**src/rtl/core/rsi_pkg.sv**
```systemverilog
// Shared types, constants and helpers of the ray/segment intersection block.
// No dependencies.
`timescale 1ns / 1ps

package rsi_pkg;

  localparam int FRAC_BITS = 16;
  localparam int DW        = 32;
  localparam int EPS_W     = 16;
  localparam int PW        = 2 * DW;
  localparam int QW        = FRAC_BITS + 1;
  localparam int TW        = QW + 1;
  localparam int EDW       = EPS_W + DW;
  localparam int MW        = TW + DW;
  localparam int ADDR_W    = 3;
  localparam int NF        = 5;
  localparam int NB        = 5;
  localparam int NST       = NF + FRAC_BITS + NB;

  localparam logic [EPS_W-1:0] EPS_RESET = EPS_W'(1);
  // Register index of epsilon (paddr word index)
  localparam logic [ADDR_W-3:0] REG_EPSILON = '0;

  localparam logic signed [DW+2:0] SAT_MAX = {{4{1'b0}}, {(DW-1){1'b1}}};
  localparam logic signed [DW+2:0] SAT_MIN = {{4{1'b1}}, {(DW-1){1'b0}}};

  // Payload carried through the divider stages
  typedef struct packed {
    logic                   miss;
    logic                   neg;
    logic [PW-1:0]          mden;
    logic [PW-1:0]          rem;
    logic [QW-1:0]          quo;
    logic signed [DW-1:0]   ox;
    logic signed [DW-1:0]   oy;
    logic signed [DW-1:0]   sx;
    logic signed [DW-1:0]   sy;
    logic signed [DW-1:0]   dx;
    logic signed [DW-1:0]   dy;
    logic                   use_x;
    logic                   dir_neg;
    logic [EDW-1:0]         eps_dir;
  } div_t;

  // Saturate a widened value to the signed DW-bit range
  function automatic logic signed [DW-1:0] sat_dw(input logic signed [DW+2:0] v);
    if (v > SAT_MAX) return SAT_MAX[DW-1:0];
    else if (v < SAT_MIN) return SAT_MIN[DW-1:0];
    else return v[DW-1:0];
  endfunction

endpackage

```
**src/rtl/core/rsi_back.sv**
```systemverilog
// Back stages: parameter range test, interpolation, ahead test, result register.
// Depends on rsi_pkg.
`timescale 1ns / 1ps

module rsi_back import rsi_pkg::*; (
  input  logic                 clk_i,
  input  logic [NB-1:0]        en_i,
  input  logic [EPS_W-1:0]     eps_i,
  input  div_t                 d_i,
  output logic                 hit_o,
  output logic signed [DW-1:0] hit_x_o,
  output logic signed [DW-1:0] hit_y_o
);

  localparam int CW = DW + 1;
  localparam logic [CW-1:0] ONE_C = CW'(1) << FRAC_BITS;

  logic                 rng_bad;
  logic signed [TW-1:0] t1;
  logic signed [DW+1:0] diff;
  logic                 ahead;

  // Stage 1 registers
  logic signed [TW-1:0] t1_1_q;
  logic                 miss1_q, use_x1_q, dir_neg1_q;
  logic signed [DW-1:0] ox1_q, oy1_q, sx1_q, sy1_q, dx1_q, dy1_q;
  logic [EDW-1:0]       eps_dir1_q;
  // Stage 2 registers
  logic signed [MW-1:0] mx2_q, my2_q;
  logic                 miss2_q, use_x2_q, dir_neg2_q;
  logic signed [DW-1:0] ox2_q, oy2_q, sx2_q, sy2_q;
  logic [EDW-1:0]       eps_dir2_q;
  // Stage 3 registers
  logic signed [DW-1:0] px3_q, py3_q, ox3_q, oy3_q;
  logic                 miss3_q, use_x3_q, dir_neg3_q;
  logic [EDW-1:0]       eps_dir3_q;
  // Stage 4 registers
  logic signed [DW+1:0] diff4_q;
  logic signed [DW-1:0] px4_q, py4_q;
  logic                 miss4_q;
  logic [EDW-1:0]       eps_dir4_q;
  // Output registers
  logic                 hit_q;
  logic signed [DW-1:0] hit_x_q, hit_y_q;

  // Signed parameter and its range test
  always_comb begin
    t1 = $signed({1'b0, d_i.quo});
    if (d_i.neg) t1 = -t1;
    if (d_i.neg) rng_bad = CW'(d_i.quo) > CW'(eps_i);
    else         rng_bad = CW'(d_i.quo) > (ONE_C + CW'(eps_i));
  end

  always_ff @(posedge clk_i) begin
    if (en_i[0]) begin
      t1_1_q      <= t1;
      miss1_q     <= d_i.miss || rng_bad;
      use_x1_q    <= d_i.use_x;
      dir_neg1_q  <= d_i.dir_neg;
      ox1_q       <= d_i.ox;
      oy1_q       <= d_i.oy;
      sx1_q       <= d_i.sx;
      sy1_q       <= d_i.sy;
      dx1_q       <= d_i.dx;
      dy1_q       <= d_i.dy;
      eps_dir1_q  <= d_i.eps_dir;
    end
  end

  // Stage 2: scale the segment vector by the parameter
  always_ff @(posedge clk_i) begin
    if (en_i[1]) begin
      mx2_q      <= t1_1_q * dx1_q;
      my2_q      <= t1_1_q * dy1_q;
      miss2_q    <= miss1_q;
      use_x2_q   <= use_x1_q;
      dir_neg2_q <= dir_neg1_q;
      ox2_q      <= ox1_q;
      oy2_q      <= oy1_q;
      sx2_q      <= sx1_q;
      sy2_q      <= sy1_q;
      eps_dir2_q <= eps_dir1_q;
    end
  end

  // Stage 3: floor shift, add the start point, saturate
  always_ff @(posedge clk_i) begin
    if (en_i[2]) begin
      px3_q      <= sat_dw((DW+3)'(sx2_q) + (DW+3)'(mx2_q >>> FRAC_BITS));
      py3_q      <= sat_dw((DW+3)'(sy2_q) + (DW+3)'(my2_q >>> FRAC_BITS));
      ox3_q      <= ox2_q;
      oy3_q      <= oy2_q;
      miss3_q    <= miss2_q;
      use_x3_q   <= use_x2_q;
      dir_neg3_q <= dir_neg2_q;
      eps_dir3_q <= eps_dir2_q;
    end
  end

  // Stage 4: signed distance along the chosen axis
  always_comb begin
    diff = use_x3_q ? ((DW+2)'(px3_q) - (DW+2)'(ox3_q))
                    : ((DW+2)'(py3_q) - (DW+2)'(oy3_q));
    if (dir_neg3_q) diff = -diff;
  end

  always_ff @(posedge clk_i) begin
    if (en_i[3]) begin
      diff4_q    <= diff;
      px4_q      <= px3_q;
      py4_q      <= py3_q;
      miss4_q    <= miss3_q;
      eps_dir4_q <= eps_dir3_q;
    end
  end

  // Stage 5: cross-multiplied ahead test, zero the point on a miss
  assign ahead = $signed({diff4_q, {FRAC_BITS{1'b0}}}) > $signed({1'b0, eps_dir4_q});

  always_ff @(posedge clk_i) begin
    if (en_i[4]) begin
      hit_q   <= !miss4_q && ahead;
      hit_x_q <= (!miss4_q && ahead) ? px4_q : '0;
      hit_y_q <= (!miss4_q && ahead) ? py4_q : '0;
    end
  end

  assign hit_o   = hit_q;
  assign hit_x_o = hit_x_q;
  assign hit_y_o = hit_y_q;

endmodule

```
**config.mk**
```make
export PLATFORM = sky130hd
export DESIGN_NAME = rsi_back
export DESIGN_NICKNAME = d
export VERILOG_FILES = /design/src/rtl/core/rsi_pkg.sv /design/src/rtl/core/rsi_back.sv
export SDC_FILE = /design/constraint.sdc
export NUM_CORES = 2
export LEC_CHECK = 0
export BUFFER_PORTS_ARGS = -buffer_cell sky130_fd_sc_hd__buf_2
export CAP_MARGIN = 15
export CORE_MARGIN = 8
export CORE_UTILIZATION = 50
export CTS_CLUSTER_DIAMETER = 150
export DETAILED_ROUTE_END_ITERATION = 10
export MAX_ROUTING_LAYER = met4
export PLACE_DENSITY = 0.7
export SYNTH_ARGS = -nofsm -noshare
export SYNTH_HDL_FRONTEND = slang
export SYNTH_SLANG_ARGS = --single-unit
export TNS_END_PERCENT = 50
```
**constraint.sdc**
```tcl
create_clock -name clk_i -period 8.7 [get_ports clk_i]
set_input_delay 2.175 -clock clk_i [delete_from_list [all_inputs] [get_ports clk_i]]
set_output_delay 2.175 -clock clk_i [all_outputs]
set_load 0.05 [all_outputs]
```
# == After elaboration in Yosys (flattened, before gate mapping) ==
# Index checks and enable logic that the tools add are counted.
# word_totals
word_cells,63
regBits,931
output_inout_bits,65
in_bits,411
# classes
addsub,7
n_mux,6
order_cmp,7
n_reduce_logical,3
n_mul,2
# ops
cell,count
18-bit by 32-bit multiplier with 50-bit output,2
32-bit by 34-bit adder with 35-bit output,2
35-bit by 32-bit > comparator with 1-bit output (second input constant),2
35-bit by 32-bit less-than comparator with 1-bit output (second input constant),2
34-bit two-way mux,2
32-bit by 32-bit subtractor with 33-bit output,2
32-bit two-way mux,2
50-bit by 49-bit > comparator with 1-bit output,1
34-bit negator,1
17-bit by 16-bit adder with 18-bit output (first input constant),1
17-bit by 18-bit > comparator with 1-bit output,1
17-bit negator with 18-bit output,1
17-bit by 16-bit > comparator with 1-bit output,1
17-bit two-way mux,1
1-bit logical AND,1
1-bit logical NOT,1
1-bit logical OR,1
1-bit two-way mux,1

# == Longest topological paths before layout ==
# logic_depth
depth_word,4
mapped_depth,27
depth_no_buf,25

# == Least setup slack after synthesis ==
# Ideal clock, no wire load.
# synth_path
kind,reg2reg
from,register t1_1_q[3]
to,"register my2_q[47], data pin"
period_less_slack_ns,6.721
path_stages_with_launch,24
t_arrival_ns,6.455
n_path_buf,2
setup_slack_ns,1.979
setup_ns,0.266
required_time_ns,8.434
cell_sequence,edfxtp_1 > clkbuf_1 > clkbuf_1 > nand2_1 > fa_1 > fa_1 > fa_1 > inv_1 > fa_1 > fa_1 > inv_1 > fa_1 > inv_1 > ha_1 > a211oi_1 > o211ai_1 > a221oi_1 > a31oi_1 > o211a_1 > o21a_1 > o21ai_0 > o22ai_1 > o41ai_1 > xnor2_1
# synth_via
elab_chain_cells,1
# synth_lines
element,line_no,source
"start, declared",rsi_back.sv:24,logic signed [TW-1:0] t1_1_q;
"start signal, assigned",rsi_back.sv:56,t1_1_q <= t1;
18-bit by 32-bit multiplier with 50-bit output,rsi_back.sv:74,my2_q <= t1_1_q * dy1_q;
"end signal, assigned",rsi_back.sv:74,
"end, declared",rsi_back.sv:29,"logic signed [MW-1:0] mx2_q, my2_q;"
# Every way passes these cells.
# A chain may end at the register's enable or synchronous reset.

# == Final worst setup path ==
# layout_path
from,register t1_1_q[4]
to,"register mx2_q[49], data pin"
# layout_via
elab_chain_cells,1
# layout_lines
element,line_no,source
18-bit by 32-bit multiplier with 50-bit output,rsi_back.sv:73,mx2_q <= t1_1_q * dx1_q;
"end signal, assigned",rsi_back.sv:73,
"end, declared",rsi_back.sv:29,
# Every way passes these cells.

==> flow_summary_export.csv <==
group,metric,value,unit
status,status,"complete, no violations",
floorplan,die_h,406,um
timing,setup_viol,0,
setup_path,path_max_fanout,39,
timing,rsz0062_at_grt,"no",
drt,wl_per_cell,20.3,um
placed_design,dp_hpwl,142000,um
finish,drive_gt1_share,9.01,%
drt,totalWireLength,186000,um
setup_path,path_class,"register to register",
clock_tree,postCtsSetupBuffers,0,
synth,syn_nets,8713,
job,drv_cap,0,
grt,first_global_vias,52300,
timing,fin_skew,0.0827,ns
drt,drc,0,
timing,setup_tns,0,ns
clock_tree,numCtsBuffers,98,
drt,via_per_inst,5.30,
finish,final_nets,8979,
floorplan,rows,143,
setup_path,endpoint_kind,"register",
drt,drt_pass1_iterations,6,
drt,drtIter0Drc,3360,
grt,antenna_found_initial,7,
floorplan,fp.dieW,406,um
placed_design,io_buffers,347,
floorplan,io_pins,476,
synth,synthesis.area,76000,um2
synth,ys_ff_latch,899,
setup_path,critPathLaunchType,"register",
floorplan,core,152000,um2
synth,synthCells,6780,
placed_design,gp_congestion,0.921,
synth,synth-edff-count,899,
grt,grt_pass1_wl,290000,um
clock_tree,cts_buffer_depth,3,
setup_path,arrival,8.49,ns
synth,yosysWarnings,0,
synth,synth-seq-area-share,35.5,%
drt,highest-signal-layer,"met4",
clock_tree,ctsResizeCount,0,
clock_tree,root_buffer,"clkbuf_16",
finish,syn_to_final_growth,9.61,%
synth,async_reset_ff_share,0,%
setup_path,required,9.11,ns
clock_tree,h-tree-depth,3,
drt,wirelength_met1,77400,um
timing,timing.final.max_slew_violations,0,
timing,hold_viol_final,0,
grt,track_usage,23.3,%
floorplan,dieArea,165000,um2
drt,drt.antenna.violating_nets,0,
hold_path,hp-class,"register to register",
clock_tree,clk_pin_slew,0.06,ns
timing,slew_headroom,28.3,%
clock_tree,cts.sinks,899,
clock_tree,cts_tree,"yes",
timing,worst_pin_slew,1.07,ns
drt,met2_length,86400,um
clock_tree,cts_hold_buf,0,
drt,wl_met3,14500,um
timing,fmax,124,MHz
synth,yosys.cell_types.count,94,
timing,min_period,8.09,ns
synth,synthFlopType,"edfxtp_1",
drt,dr_total_vias,48500,
floorplan,start_util,50.2,%
timing,period_share,93.0,%
synth,avgSynthCellArea,11.2,um2
grt,grt_max_degree,135,
clock_tree,clk_latency,0.74,ns
grt,gr-total-overflow,0,
-- logic make-up after synthesis --
logic type,after synthesis,share of synthesized area [%]
AOI/OAI and AO/OA,703,6.10
xor gates and xnor gates,215,2.48
adders and majority gates,1523,36.0
buffers and inverters,1638,8.17
DFF,899,35.5
muxes,26,0.362
and+or+nand+nor,1776,11.4
-- registers in the layout, summed over array words and instances (netlist names), 34 cells and up --
name / cells
diff4_q: 34
eps_dir1_q: 48
eps_dir2_q: 48
eps_dir3_q: 48
eps_dir4_q: 48
mx2_q: 34
my2_q: 34
-- routing by layer --
| metal | vias up | global-route usage (%) |
|---|---|---|
| met2 | 1815 | 37.0 |
| met4 | 0 | 8.42 |
| met1 | 24300 | 30.0 |
| met5 | - | - |
| li1 | 22000 | - |
| met3 | 392 | 4.42 |
-- area by class of cell --
cell class / instances / area, um2
Antenna cell: 3 / 7.51
Clock buffer: 110 / 2500
Clock inverter: 70 / 790
Fill cell: 12800 / 68200
Inverter: 1372 / 5150
Multi-Input combinational cell: 4243 / 42800
Sequential cell: 899 / 27000
Tap cell: 2030 / 2540
Timing Repair Buffer: 432 / 2490
-- critical path: stages, from the launching register on --
cell and delay, ns:
edfxtp_1 1.00, buf_12 0.33, nand2_1 0.11, fa_1 0.53, fa_1 0.53, fa_1 0.51
inv_1 0.06, fa_1 0.52, fa_1 0.50, inv_1 0.05, fa_1 0.56, inv_1 0.07
ha_1 0.35, and3_1 0.19, nand3_1 0.30, a2111oi_1 0.54, buf_4 0.24, o21ai_0 0.16
nand3_1 0.23, nand3_1 0.17, a21oi_1 0.27, nor2_1 0.10, a211o_1 0.27, xnor2_1 0.13
-- cell usage after synthesis (all sizes together), types with 10 or more instances --
cell	instances	share of area, %
a2111oi	13	0.18
a211oi	27	0.30
a21boi	12	0.12
a21o	96	0.95
a21oi	205	1.3
a221oi	11	0.16
a31oi	19	0.16
and2	510	4.2
and3	25	0.21
buf	10	0.077
clkbuf	256	1.3
edfxtp	899	36
fa	1108	29
ha	414	6.8
inv	1372	6.8
mux2i	17	0.22
nand2	770	3.8
nand2b	35	0.29
nand3	59	0.39
nand4	33	0.29
nor2	203	1.0
nor2b	27	0.22
nor3	52	0.34
nor4	11	0.11
o211ai	12	0.12
o21a	40	0.40
o21ai	152	1.0
o21bai	17	0.17
o31ai	28	0.31
or2	11	0.091
xnor2	140	1.6
xor2	75	0.86
-- placed cells by master, fill, tap and decap left out, drive strengths merged, types with 75 or more instances in the layout --
cell	count
a21o	96
a21oi	205
and2	510
buf	431
clkbuf	111
edfxtp	899
fa	1108
ha	414
inv	1380
nand2	770
nor2	203
o21ai	152
xnor2	140
xor2	75
-- final timing paths --
check                                from        end  slack (ns)  cells past startpoint
worst max register to register  t1_1_q[4]  mx2_q[49]        0.61                     23
worst min register to register  ox2_q[28]  ox3_q[28]        0.39                      0
worst min-delay path            ox2_q[28]  ox3_q[28]        0.39                      0
worst max-delay path            t1_1_q[4]  mx2_q[49]        0.61                     23
-- per-stage QoR --
step / hold WS (ns) / setup slack, ns / std cells / area, um2 / util [%]
after global routing: 0.388 / 0.355 / 9158 / 83300 / 55.0
after floorplan: 0.400 / 1.98 / 6780 / 76000 / -
after detailed placement: 0.405 / 0.826 / 8976 / 80000 / 52.8
after global placement: 0.401 / 0.997 / 8976 / 80000 / 52.8
after CTS: 0.399 / 0.736 / 9156 / 83300 / 55.0
final: 0.391 / 0.612 / 9159 / 83300 / 55.0
Power is left out: the tool's default activity adds up to more than one toggle a clock period on the data nets, which glitch-free logic cannot reach.
