`config.mk`:
```
export PLATFORM = sky130hd
export DESIGN_NAME = rsi_div_step
export DESIGN_NICKNAME = d
export VERILOG_FILES = /design/src/rtl/core/rsi_pkg.sv /design/src/rtl/core/rsi_div_step.sv
export SDC_FILE = /design/constraint.sdc
export NUM_CORES = 1
export LEC_CHECK = 0
export ABC_CLOCK_PERIOD_IN_PS = 3300
export BUFFER_PORTS_ARGS = -buffer_cell sky130_fd_sc_hd__buf_2
export CORE_AREA = 5 5 301 303
export CTS_CLUSTER_DIAMETER = 100
export DETAILED_ROUTE_END_ITERATION = 7
export DIE_AREA = 0 0 306 308
export PLACE_DENSITY = 0.49
export SYNTH_ARGS = -nofsm -noshare
export SYNTH_HDL_FRONTEND = slang
export SYNTH_SLANG_ARGS = --single-unit
```
`constraint.sdc`:
```
create_clock -name clk_i -period 3.3 [get_ports clk_i]
set_input_delay 0 -clock clk_i [delete_from_list [all_inputs] [get_ports clk_i]]
set_output_delay 0 -clock clk_i [all_outputs]
set_load 0.005 [all_outputs]
```
`src/rtl/core/rsi_pkg.sv`:
```
// Shared types, constants and helpers of the ray/segment intersection block.
// No dependencies.
`timescale 1ns / 1ps

package rsi_pkg;

  localparam int FRAC_BITS = 16;
  localparam int DW        = 32;
  localparam int EPS_W     = 16;
  localparam int PW        = 2 * DW;
  localparam int QW        = FRAC_BITS + 1;
  localparam int TW        = QW + 1;
  localparam int EDW       = EPS_W + DW;
  localparam int MW        = TW + DW;
  localparam int ADDR_W    = 3;
  localparam int NF        = 5;
  localparam int NB        = 5;
  localparam int NST       = NF + FRAC_BITS + NB;

  localparam logic [EPS_W-1:0] EPS_RESET = EPS_W'(1);
  // Register index of epsilon (paddr word index)
  localparam logic [ADDR_W-3:0] REG_EPSILON = '0;

  localparam logic signed [DW+2:0] SAT_MAX = {{4{1'b0}}, {(DW-1){1'b1}}};
  localparam logic signed [DW+2:0] SAT_MIN = {{4{1'b1}}, {(DW-1){1'b0}}};

  // Payload carried through the divider stages
  typedef struct packed {
    logic                   miss;
    logic                   neg;
    logic [PW-1:0]          mden;
    logic [PW-1:0]          rem;
    logic [QW-1:0]          quo;
    logic signed [DW-1:0]   ox;
    logic signed [DW-1:0]   oy;
    logic signed [DW-1:0]   sx;
    logic signed [DW-1:0]   sy;
    logic signed [DW-1:0]   dx;
    logic signed [DW-1:0]   dy;
    logic                   use_x;
    logic                   dir_neg;
    logic [EDW-1:0]         eps_dir;
  } div_t;

  // Saturate a widened value to the signed DW-bit range
  function automatic logic signed [DW-1:0] sat_dw(input logic signed [DW+2:0] v);
    if (v > SAT_MAX) return SAT_MAX[DW-1:0];
    else if (v < SAT_MIN) return SAT_MIN[DW-1:0];
    else return v[DW-1:0];
  endfunction

endpackage

```
`src/rtl/core/rsi_div_step.sv`:
```
// One restoring-division step: one fraction bit of the segment parameter.
// Depends on rsi_pkg.
`timescale 1ns / 1ps

module rsi_div_step import rsi_pkg::*; (
  input  logic clk_i,
  input  logic en_i,
  input  div_t d_i,
  output div_t d_o
);

  logic [PW:0] r2;
  logic        take;
  div_t        d_d, d_q;

  // Shift the remainder, subtract the divisor when it fits
  always_comb begin
    r2   = {d_i.rem, 1'b0};
    take = r2 >= {1'b0, d_i.mden};
    d_d      = d_i;
    d_d.rem  = take ? PW'(r2 - {1'b0, d_i.mden}) : r2[PW-1:0];
    d_d.quo  = {d_i.quo[QW-2:0], take};
  end

  always_ff @(posedge clk_i) begin
    if (en_i) begin
      d_q <= d_d;
    end
  end

  assign d_o = d_q;

endmodule

```
## Yosys cells after proc, flatten, opt, wreduce, memory -nomap -nowiden

Index checks and enable logic that the tools add are counted.

- Flip-flop bits (word level): 389
- Output and inout bits: 389

- Add/sub/neg operators: 1
- Order comparisons: 1
- Muxes and demuxes: 1

Operators with widths:

| kind | count |
|---|---|
| greater-or-equal comparator 65 x 64 -> 1 bit | 1 |
| 2-to-1 mux 64 bit | 1 |
| subtractor 64 bit | 1 |

## Depth between registers and ports, before layout

Gate-level depths: netlist (run 1).

- Depth after elaboration: 2
- Depth in mapped cells: 15

## Worst setup path after synthesis (run 1)

OpenSTA, ideal clock, no wires.

- Path kind: in2reg
- Start: in d_i[358] (netlist bit)
- End: reg d_q (netlist bit d_o[275]) (data pin)
- Library setup time: 0.260 ns
- Arrival time: 2.681 ns
- Data required time: 3.040 ns
- Slack: 0.358 ns
- Cell stages on the path: 12
- Cell sequence: inv_1 ha_1 nand2_1 or4_1 a2111oi_2 o211ai_2 a21oi_2 a31oi_4 o211ai_2 buf_6 buf_12 mux2_4

RTL lines:

| item | line | text |
|---|---|---|
| from (decl) | rsi_div_step.sv:8 | `input div_t d_i,` |
| to (signal assigned) | rsi_div_step.sv:27 | `d_q <= d_d;` |
| to (decl) | rsi_div_step.sv:14 | `div_t d_d, d_q;` |

==> results by group, run 1 <==
Synthesis
  – Post-synth ARST share: 0%
  – EDFF count, synth: 389
  – Main flop type after synthesis: edfxtp_1
  – Seq/Total Area, Yosys: 69.52%
  – Synth cell count leaders: edfxtp_1, inv_1, a21oi_1, ha_1, nand2_1
  – Synth cell types: 68
  – Synth warn: 0
  – Cell Area, Synth: 16,800 um^2
  – Yosys top cell area share: 69.52%
  – Flops & latches, synth: 389
  – Cells after Synth: 1,095
  – Top-count cell post-synth: edfxtp_1
  – Dominant cell type by area after synthesis: edfxtp_1
  – Mean post-synth cell area: 15.34 um^2
  – Synth top area cells: edfxtp_1, ha_1, mux2_4, a21oi_1, xnor2_1
  – Syn_nets: 1,551

Global route
  – GRT Resource Usage Total: 16.61%
  – Initial antenna violation count: 27
  – Largest net degree at the start of global routing: 104
  – First-pass GRT wire length: 113,300 um
  – Vias in the first global route: 15,760
  – Congestion Overflow GR: 0

Outcome
  – Status: finished, final reports clean

Setup path
  – Worst Path Buf+Inv: 6
  – WP data required: 3.65 ns
  – Largest fanout on the critical path: 13
  – Worst path top cell family by delay: buffers and inverters
  – CP Capture Type: flip-flop
  – Max incr delay on CP: 0.54 ns
  – Critical-path top delay cell: dlygate4sd3_1
  – CP arrival: 3.59 ns
  – CP Cell Sequence: dlygate4sd3_1 -> buf_2 -> ha_2 -> nand4_1 -> nor2_1 -> o211ai_1 -> buf_4 -> a2111oi_4 -> buf_4 -> o211ai_2 -> a21oi_2 -> a31oi_4 -> o211ai_4 -> buf_12 -> buf_12 -> mux2_2
  – Critical path type: in2reg
  – Setup crit start kind: input pin

Clock network
  – Clock sink count: 389
  – Clk buf depth: 3
  – CTS H-tree depth: 2
  – TritonCTS clock tree: yes
  – Clock-pin slew on the worst setup and hold paths: 0.05 ns
  – CTS root buf: clkbuf_16
  – Num CTS Buffers: 49

Placed design
  – Hpwl dp: 66,380 um
  – IO Port Bufs: 778
  – RePlAce Congestion: 0.9328

Pwr
  – Peak VDD IR: 0.3627 mV
  – Comb pwr share: 20.5%
  – Sw power: 3.798 mW
  – Leak: 12.51 nW
  – Clock share of power: 36.7%
  – Sequential share of power: 42.8%
  – Switching share of total power: 26.53%
  – Total power: 14.32 mW
  – PwrDens: 498.3 nW/um^2
  – Cell internal pwr: 10.52 mW

Detailed routing
  – Final wirelength: 83,420 um
  – WL/cell: 22.95 um
  – Vias: 14,720
  – DR pass1 iterations: 5
  – Initial drt markers: 814
  – DRT antenna net count: 0
  – DR DRC count: 0
  – DR vias/cell: 4.049

STA
  – Fmax: 309.0 MHz
  – WHS: 0.06815 ns
  – Final Hold Fails: 0
  – Slew @ Worst Pin: 0.6302 ns
  – Headroom to the max-slew limit: 57.99%
  – Clock period minus worst slack: 3.237 ns
  – Final cycle utilization of the critical path: 98.08%
  – Setup violators final: 0
  – Fin. max-slew vios: 0

Final layout
  – Layout area overhead: 70.97%
  – Layout cells sized above 1: 43.96%
  – Fin util: 32.76%
  – Nets: 2,877
  – Max reg flops: 389

Floorplanning
  – Die Area: 94,250 um^2
  – Starting Density: 19.16%
  – Io pins: 780
  – Die height: 308 um
  – Cell Rows: 109
  – Core area: 87,690 um^2
  – Die Span X: 306 um

Min path
  – Worst min-delay path category: in2reg

Flow run
  – Max cap viols: 0
==> final cells by class <==
cell class                      count  area, um^2
Antenna cell                       10       25.02
Clock buffer                       65        1308
Clock inverter                     24       247.7
Fill cell                        8815       58970
Inverter                           90       337.8
Multi-Input combinational cell    583        4668
Sequential cell                   389       11680
Tap cell                         1165        1458
Timing Repair Buffer             1308        9002
==> cell usage in the layout, fill, tap and decap left out, types with 5 or more instances in the layout <==
cell type,n
buf_2,777
edfxtp_1,389
dlygate4sd3_1,389
buf_4,130
inv_1,89
a21oi_1,69
ha_1,60
clkbuf_16,52
nand2_1,50
mux2_4,46
xnor2_1,39
o21ai_0,34
nor2_1,32
a21o_1,31
nand4_1,21
xor2_1,18
o21bai_1,15
clkbuf_1,15
mux2_2,14
nand3_1,13
a31oi_1,11
diode_2,10
and3_1,7
nor2b_1,7
nor3_1,7
clkinv_1,7
buf_12,7
o31ai_1,6
o21a_1,6
a211oi_1,5
a21oi_2,5
o211ai_1,5
==> power groups by stage <==
stage	logic, mW	registers, mW	clock network (mW)
6_report	2.93	6.12	5.26
5_1_grt	3.16	6.16	5.66
4_1_cts	2.94	6.13	5.46
3_5_place_dp	2.53	6.21	0
3_3_place_gp	2.51	6.22	0
2_1_floorplan	0.939	6.27	0
==> stage by stage <==
step | cells | TNS (ns) | cell area (um^2) | worst slack (ns)
after global placement | 3139 | -15.15 | 23030 | -0.2900
after floorplan | 1095 | 0 | 16800 | 0.3585
final | 3634 | 0 | 28730 | 0.06346
after detailed placement | 3139 | -19.82 | 23030 | -0.3629
after CTS | 3617 | 0 | 28470 | 0.002874
after global routing | 3628 | -0.3127 | 28710 | -0.02946
==> per-layer routing <==
| layer | vias up | GRT usage [%] | routed length (um) |
|---|---|---|---|
| li1 | 6822 | - | - |
| met1 | 7099 | 18.96 | 31950 |
| met2 | 638 | 27.62 | 39460 |
| met3 | 136 | 5.706 | 7219 |
| met4 | 20 | 8.732 | 4661 |
| met5 | - | 0 | 122 |
==> kinds of logic (layout without fill, tap and decap cells) <==
logic type	count (synthesis)	in the layout	synth area share, %
simple gates	174	174	5.228
other cells	0	10	0
fa+ha+maj	65	65	4.885
xor+xnor	57	57	2.971
compound gates	224	224	8.794
flops	389	389	69.52
mux	63	63	5.235
buf+inv	123	1487	3.366
==> worst paths after layout <==
path	startpoint	to	slack [ns]	cells past startpoint
max	d_i[277]	d_o[267]	0.06	16
min	d_i[266]	d_o[267]	0.07	4
==> worst min-delay path, cell delays in order <==
cell and delay [ns]:
buf_2 0.09, ha_1 0.19, xnor2_1 0.13, mux2_2 0.15
==> repair_timing <==
action                                  4_1_cts  5_1_grt
hold buffers                                389        0
buffers inserted                              0        5
endpoints found under the setup margin        0       62
endpoints found under the hold margin       437        0
gates resized for setup                       0       28
Power figures use the tool's default switching activity.
==> inputs of run 2 (changes only) <==
Settings changed: PLACE_DENSITY 0.49 to 0.48.
==> results by group, run 2 (synthesized netlist as in run 1, its figures left out) <==
Outcome
  – Status: finished, final reports clean

Detailed routing
  – Final wirelength: 85,780 um (+2.8%)
  – WL/cell: 23.58 um (+2.7%)
  – DR vias/cell: 4.067 (+0.44%)
  – DR pass1 iterations: 5 (unchanged)
  – DR DRC count: 0 (unchanged)
  – DRT antenna net count: 0 (unchanged)
  – Vias: 14,790 (+0.52%)
  – Initial drt markers: 863 (+6.0%)

STA
  – WHS: 0.09433 ns (+0.02619 ns)
  – Final Hold Fails: 0 (unchanged)
  – Setup TNS after final layout: 0 ns (unchanged)
  – Fin. max-slew vios: 0 (unchanged)
  – Clock period minus worst slack: 3.243 ns (+0.006034 ns)
  – Fmax: 308.4 MHz (-0.19%)
  – Headroom to the max-slew limit: 39.68% (-18 points)
  – Final cycle utilization of the critical path: 98.26% (+0.18 points)
  – Setup violators final: 0 (unchanged)
  – Slew @ Worst Pin: 0.9048 ns (+0.2746 ns)
  – Final worst setup slack: 0.05742 ns (-0.006034 ns)

Setup path
  – WP data required: 3.64 ns (about the same)
  – Critical path type: in2reg
  – Setup crit start kind: input pin
  – CP Cell Sequence: dlygate4sd3_1 -> buf_2 -> inv_1 -> ha_1 -> a21oi_2 -> o21bai_1 -> a21o_1 -> nor2b_1 -> or4_4 -> o211ai_4 -> a21oi_4 -> a31oi_4 -> o211ai_4 -> buf_6 -> buf_12 -> clkbuf_16 -> mux2_4
  – CP arrival: 3.59 ns (about the same)
  – Max incr delay on CP: 0.56 ns (+0.02 ns)
  – CP Capture Type: flip-flop
  – Critical-path top delay cell: or4_4
  – Largest fanout on the critical path: 6 (-7)
  – Cell mode on critical path: o211ai_4

Global route
  – GRT Resource Usage Total: 16.92% (+0.31 points)
  – Largest net degree at the start of global routing: 85 (-18%)
  – Vias in the first global route: 15,800 (+0.24%)
  – Initial antenna violation count: 25 (-7.4%)
  – First-pass GRT wire length: 115,500 um (+2.0%)
  – Congestion Overflow GR: 0 (unchanged)

Clock network
  – TritonCTS clock tree: yes
  – CTS root buf: clkbuf_16
  – Num CTS Buffers: 50 (+2.0%)
  – Clock sink count: 389 (unchanged)
  – Clk buf depth: 3 (unchanged)
  – Clock-pin slew on the worst setup and hold paths: 0.06 ns (about the same)
  – CTS H-tree depth: 2 (unchanged)

Floorplanning
  – Die Area: 94,250 um^2 (unchanged)
  – Die height: 308 um (unchanged)
  – Starting Density: 19.16% (unchanged)
  – Cell Rows: 109 (unchanged)
  – Die Span X: 306 um (unchanged)
  – Io pins: 780 (unchanged)
  – Core area: 87,690 um^2 (unchanged)

Min path
  – Worst min-delay path category: in2reg
  – WHS Path Cells: 4 (unchanged)

Pwr
  – Switching share of total power: 27.32% (+0.78 points)
  – Sequential share of power: 42.3% (-0.5 points)
  – Leak: 12.59 nW (+0.62%)
  – Sw power: 3.964 mW (+4.4%)
  – Comb pwr share: 20.5% (about the same)
  – PwrDens: 501.9 nW/um^2 (+0.72%)
  – Cell internal pwr: 10.55 mW (+0.28%)
  – Clock share of power: 37.2% (+0.5 points)
  – Peak VDD IR: 0.3490 mV (-3.8%)

Final layout
  – Nets: 2,885 (+0.28%)
  – Max reg flops: 389 (unchanged)
  – Most common cell after layout, fill and taps aside: buf_2
  – Layout area overhead: 72.06%
  – Fin util: 32.97% (+0.21 points)
  – Commonest cells after routing, fill and taps aside: buf_2, edfxtp_1, dlygate4sd3_1
  – FILL cells: 8,829 (+0.16%)
  – Layout cells sized above 1: 44.52% (+0.56 points)

Placed design
  – Hpwl dp: 67,880 um (+2.3%)
  – Pre-CTS WS: -0.4035 ns (-0.04061 ns)
  – IO Port Bufs: 778 (unchanged)
  – RePlAce Congestion: 0.9096 (-2.5%)

Flow run
  – Max cap viols: 0 (unchanged)
run 2: final timing paths:
kind / from / end / slack (ns)
min: d_i[262] / d_o[263] / 0.09
max: d_i[353] / d_o[296] / 0.06
run 2: worst max-delay path: cells and delay by family:
kind	cells	cell delay, ns
simple gates	2	0.72
compound gates	7	1.10
fa+ha+maj	1	0.29
buf+inv	6	1.17
mux	1	0.29
run 2: area by class of cell:
cell class	instances	area, um^2	area share, %
Sequential cell	389	11680	40.41
Timing Repair Buffer	1315	9115	31.53
Tap cell	1165	1458	5.042
Clock inverter	31	312.8	1.082
Inverter	90	337.8	1.169
Antenna cell	8	20.02	0.06925
Clock buffer	56	1274	4.406
Multi-Input combinational cell	583	4712	16.30
run 2: power groups by stage:
stage | logic [mW] | clock network, mW | registers (mW)
final | 2.97 | 5.40 | 6.14
after global routing | 3.20 | 5.78 | 6.17
after CTS | 2.95 | 5.62 | 6.14
after detailed placement | 2.54 | 0 | 6.23
after global placement | 2.53 | 0 | 6.24
after floorplan | 0.939 | 0 | 6.27
run 2: metal layers:
layer / global-route usage [%] / up-vias / share of wire (%)
met5: 1.163 / - / 0.11
met4: 7.254 / 16 / 4.5
met3: 6.510 / 131 / 9.4
met2: 28.50 / 637 / 48
met1: 19.14 / 7172 / 38
li1: - / 6836 / -
run 2: repair_timing:
item                                    in CTS  in global routing
buffers inserted                             0                  8
endpoints found under the setup margin       0                 60
resized for setup                            0                 35
hold buffers                               389                  1
endpoints found under the hold margin      402                  1
run 2: stage by stage:
stage | instance area, um^2 | instances | power, mW
final | 28910 | 3637 | 14.51
after global routing | 28900 | 3634 | 15.14
after CTS | 28560 | 3617 | 14.71
after detailed placement | 23080 | 3141 | 8.763
after global placement | 23080 | 3141 | 8.764
after floorplan | 16800 | 1095 | 7.207
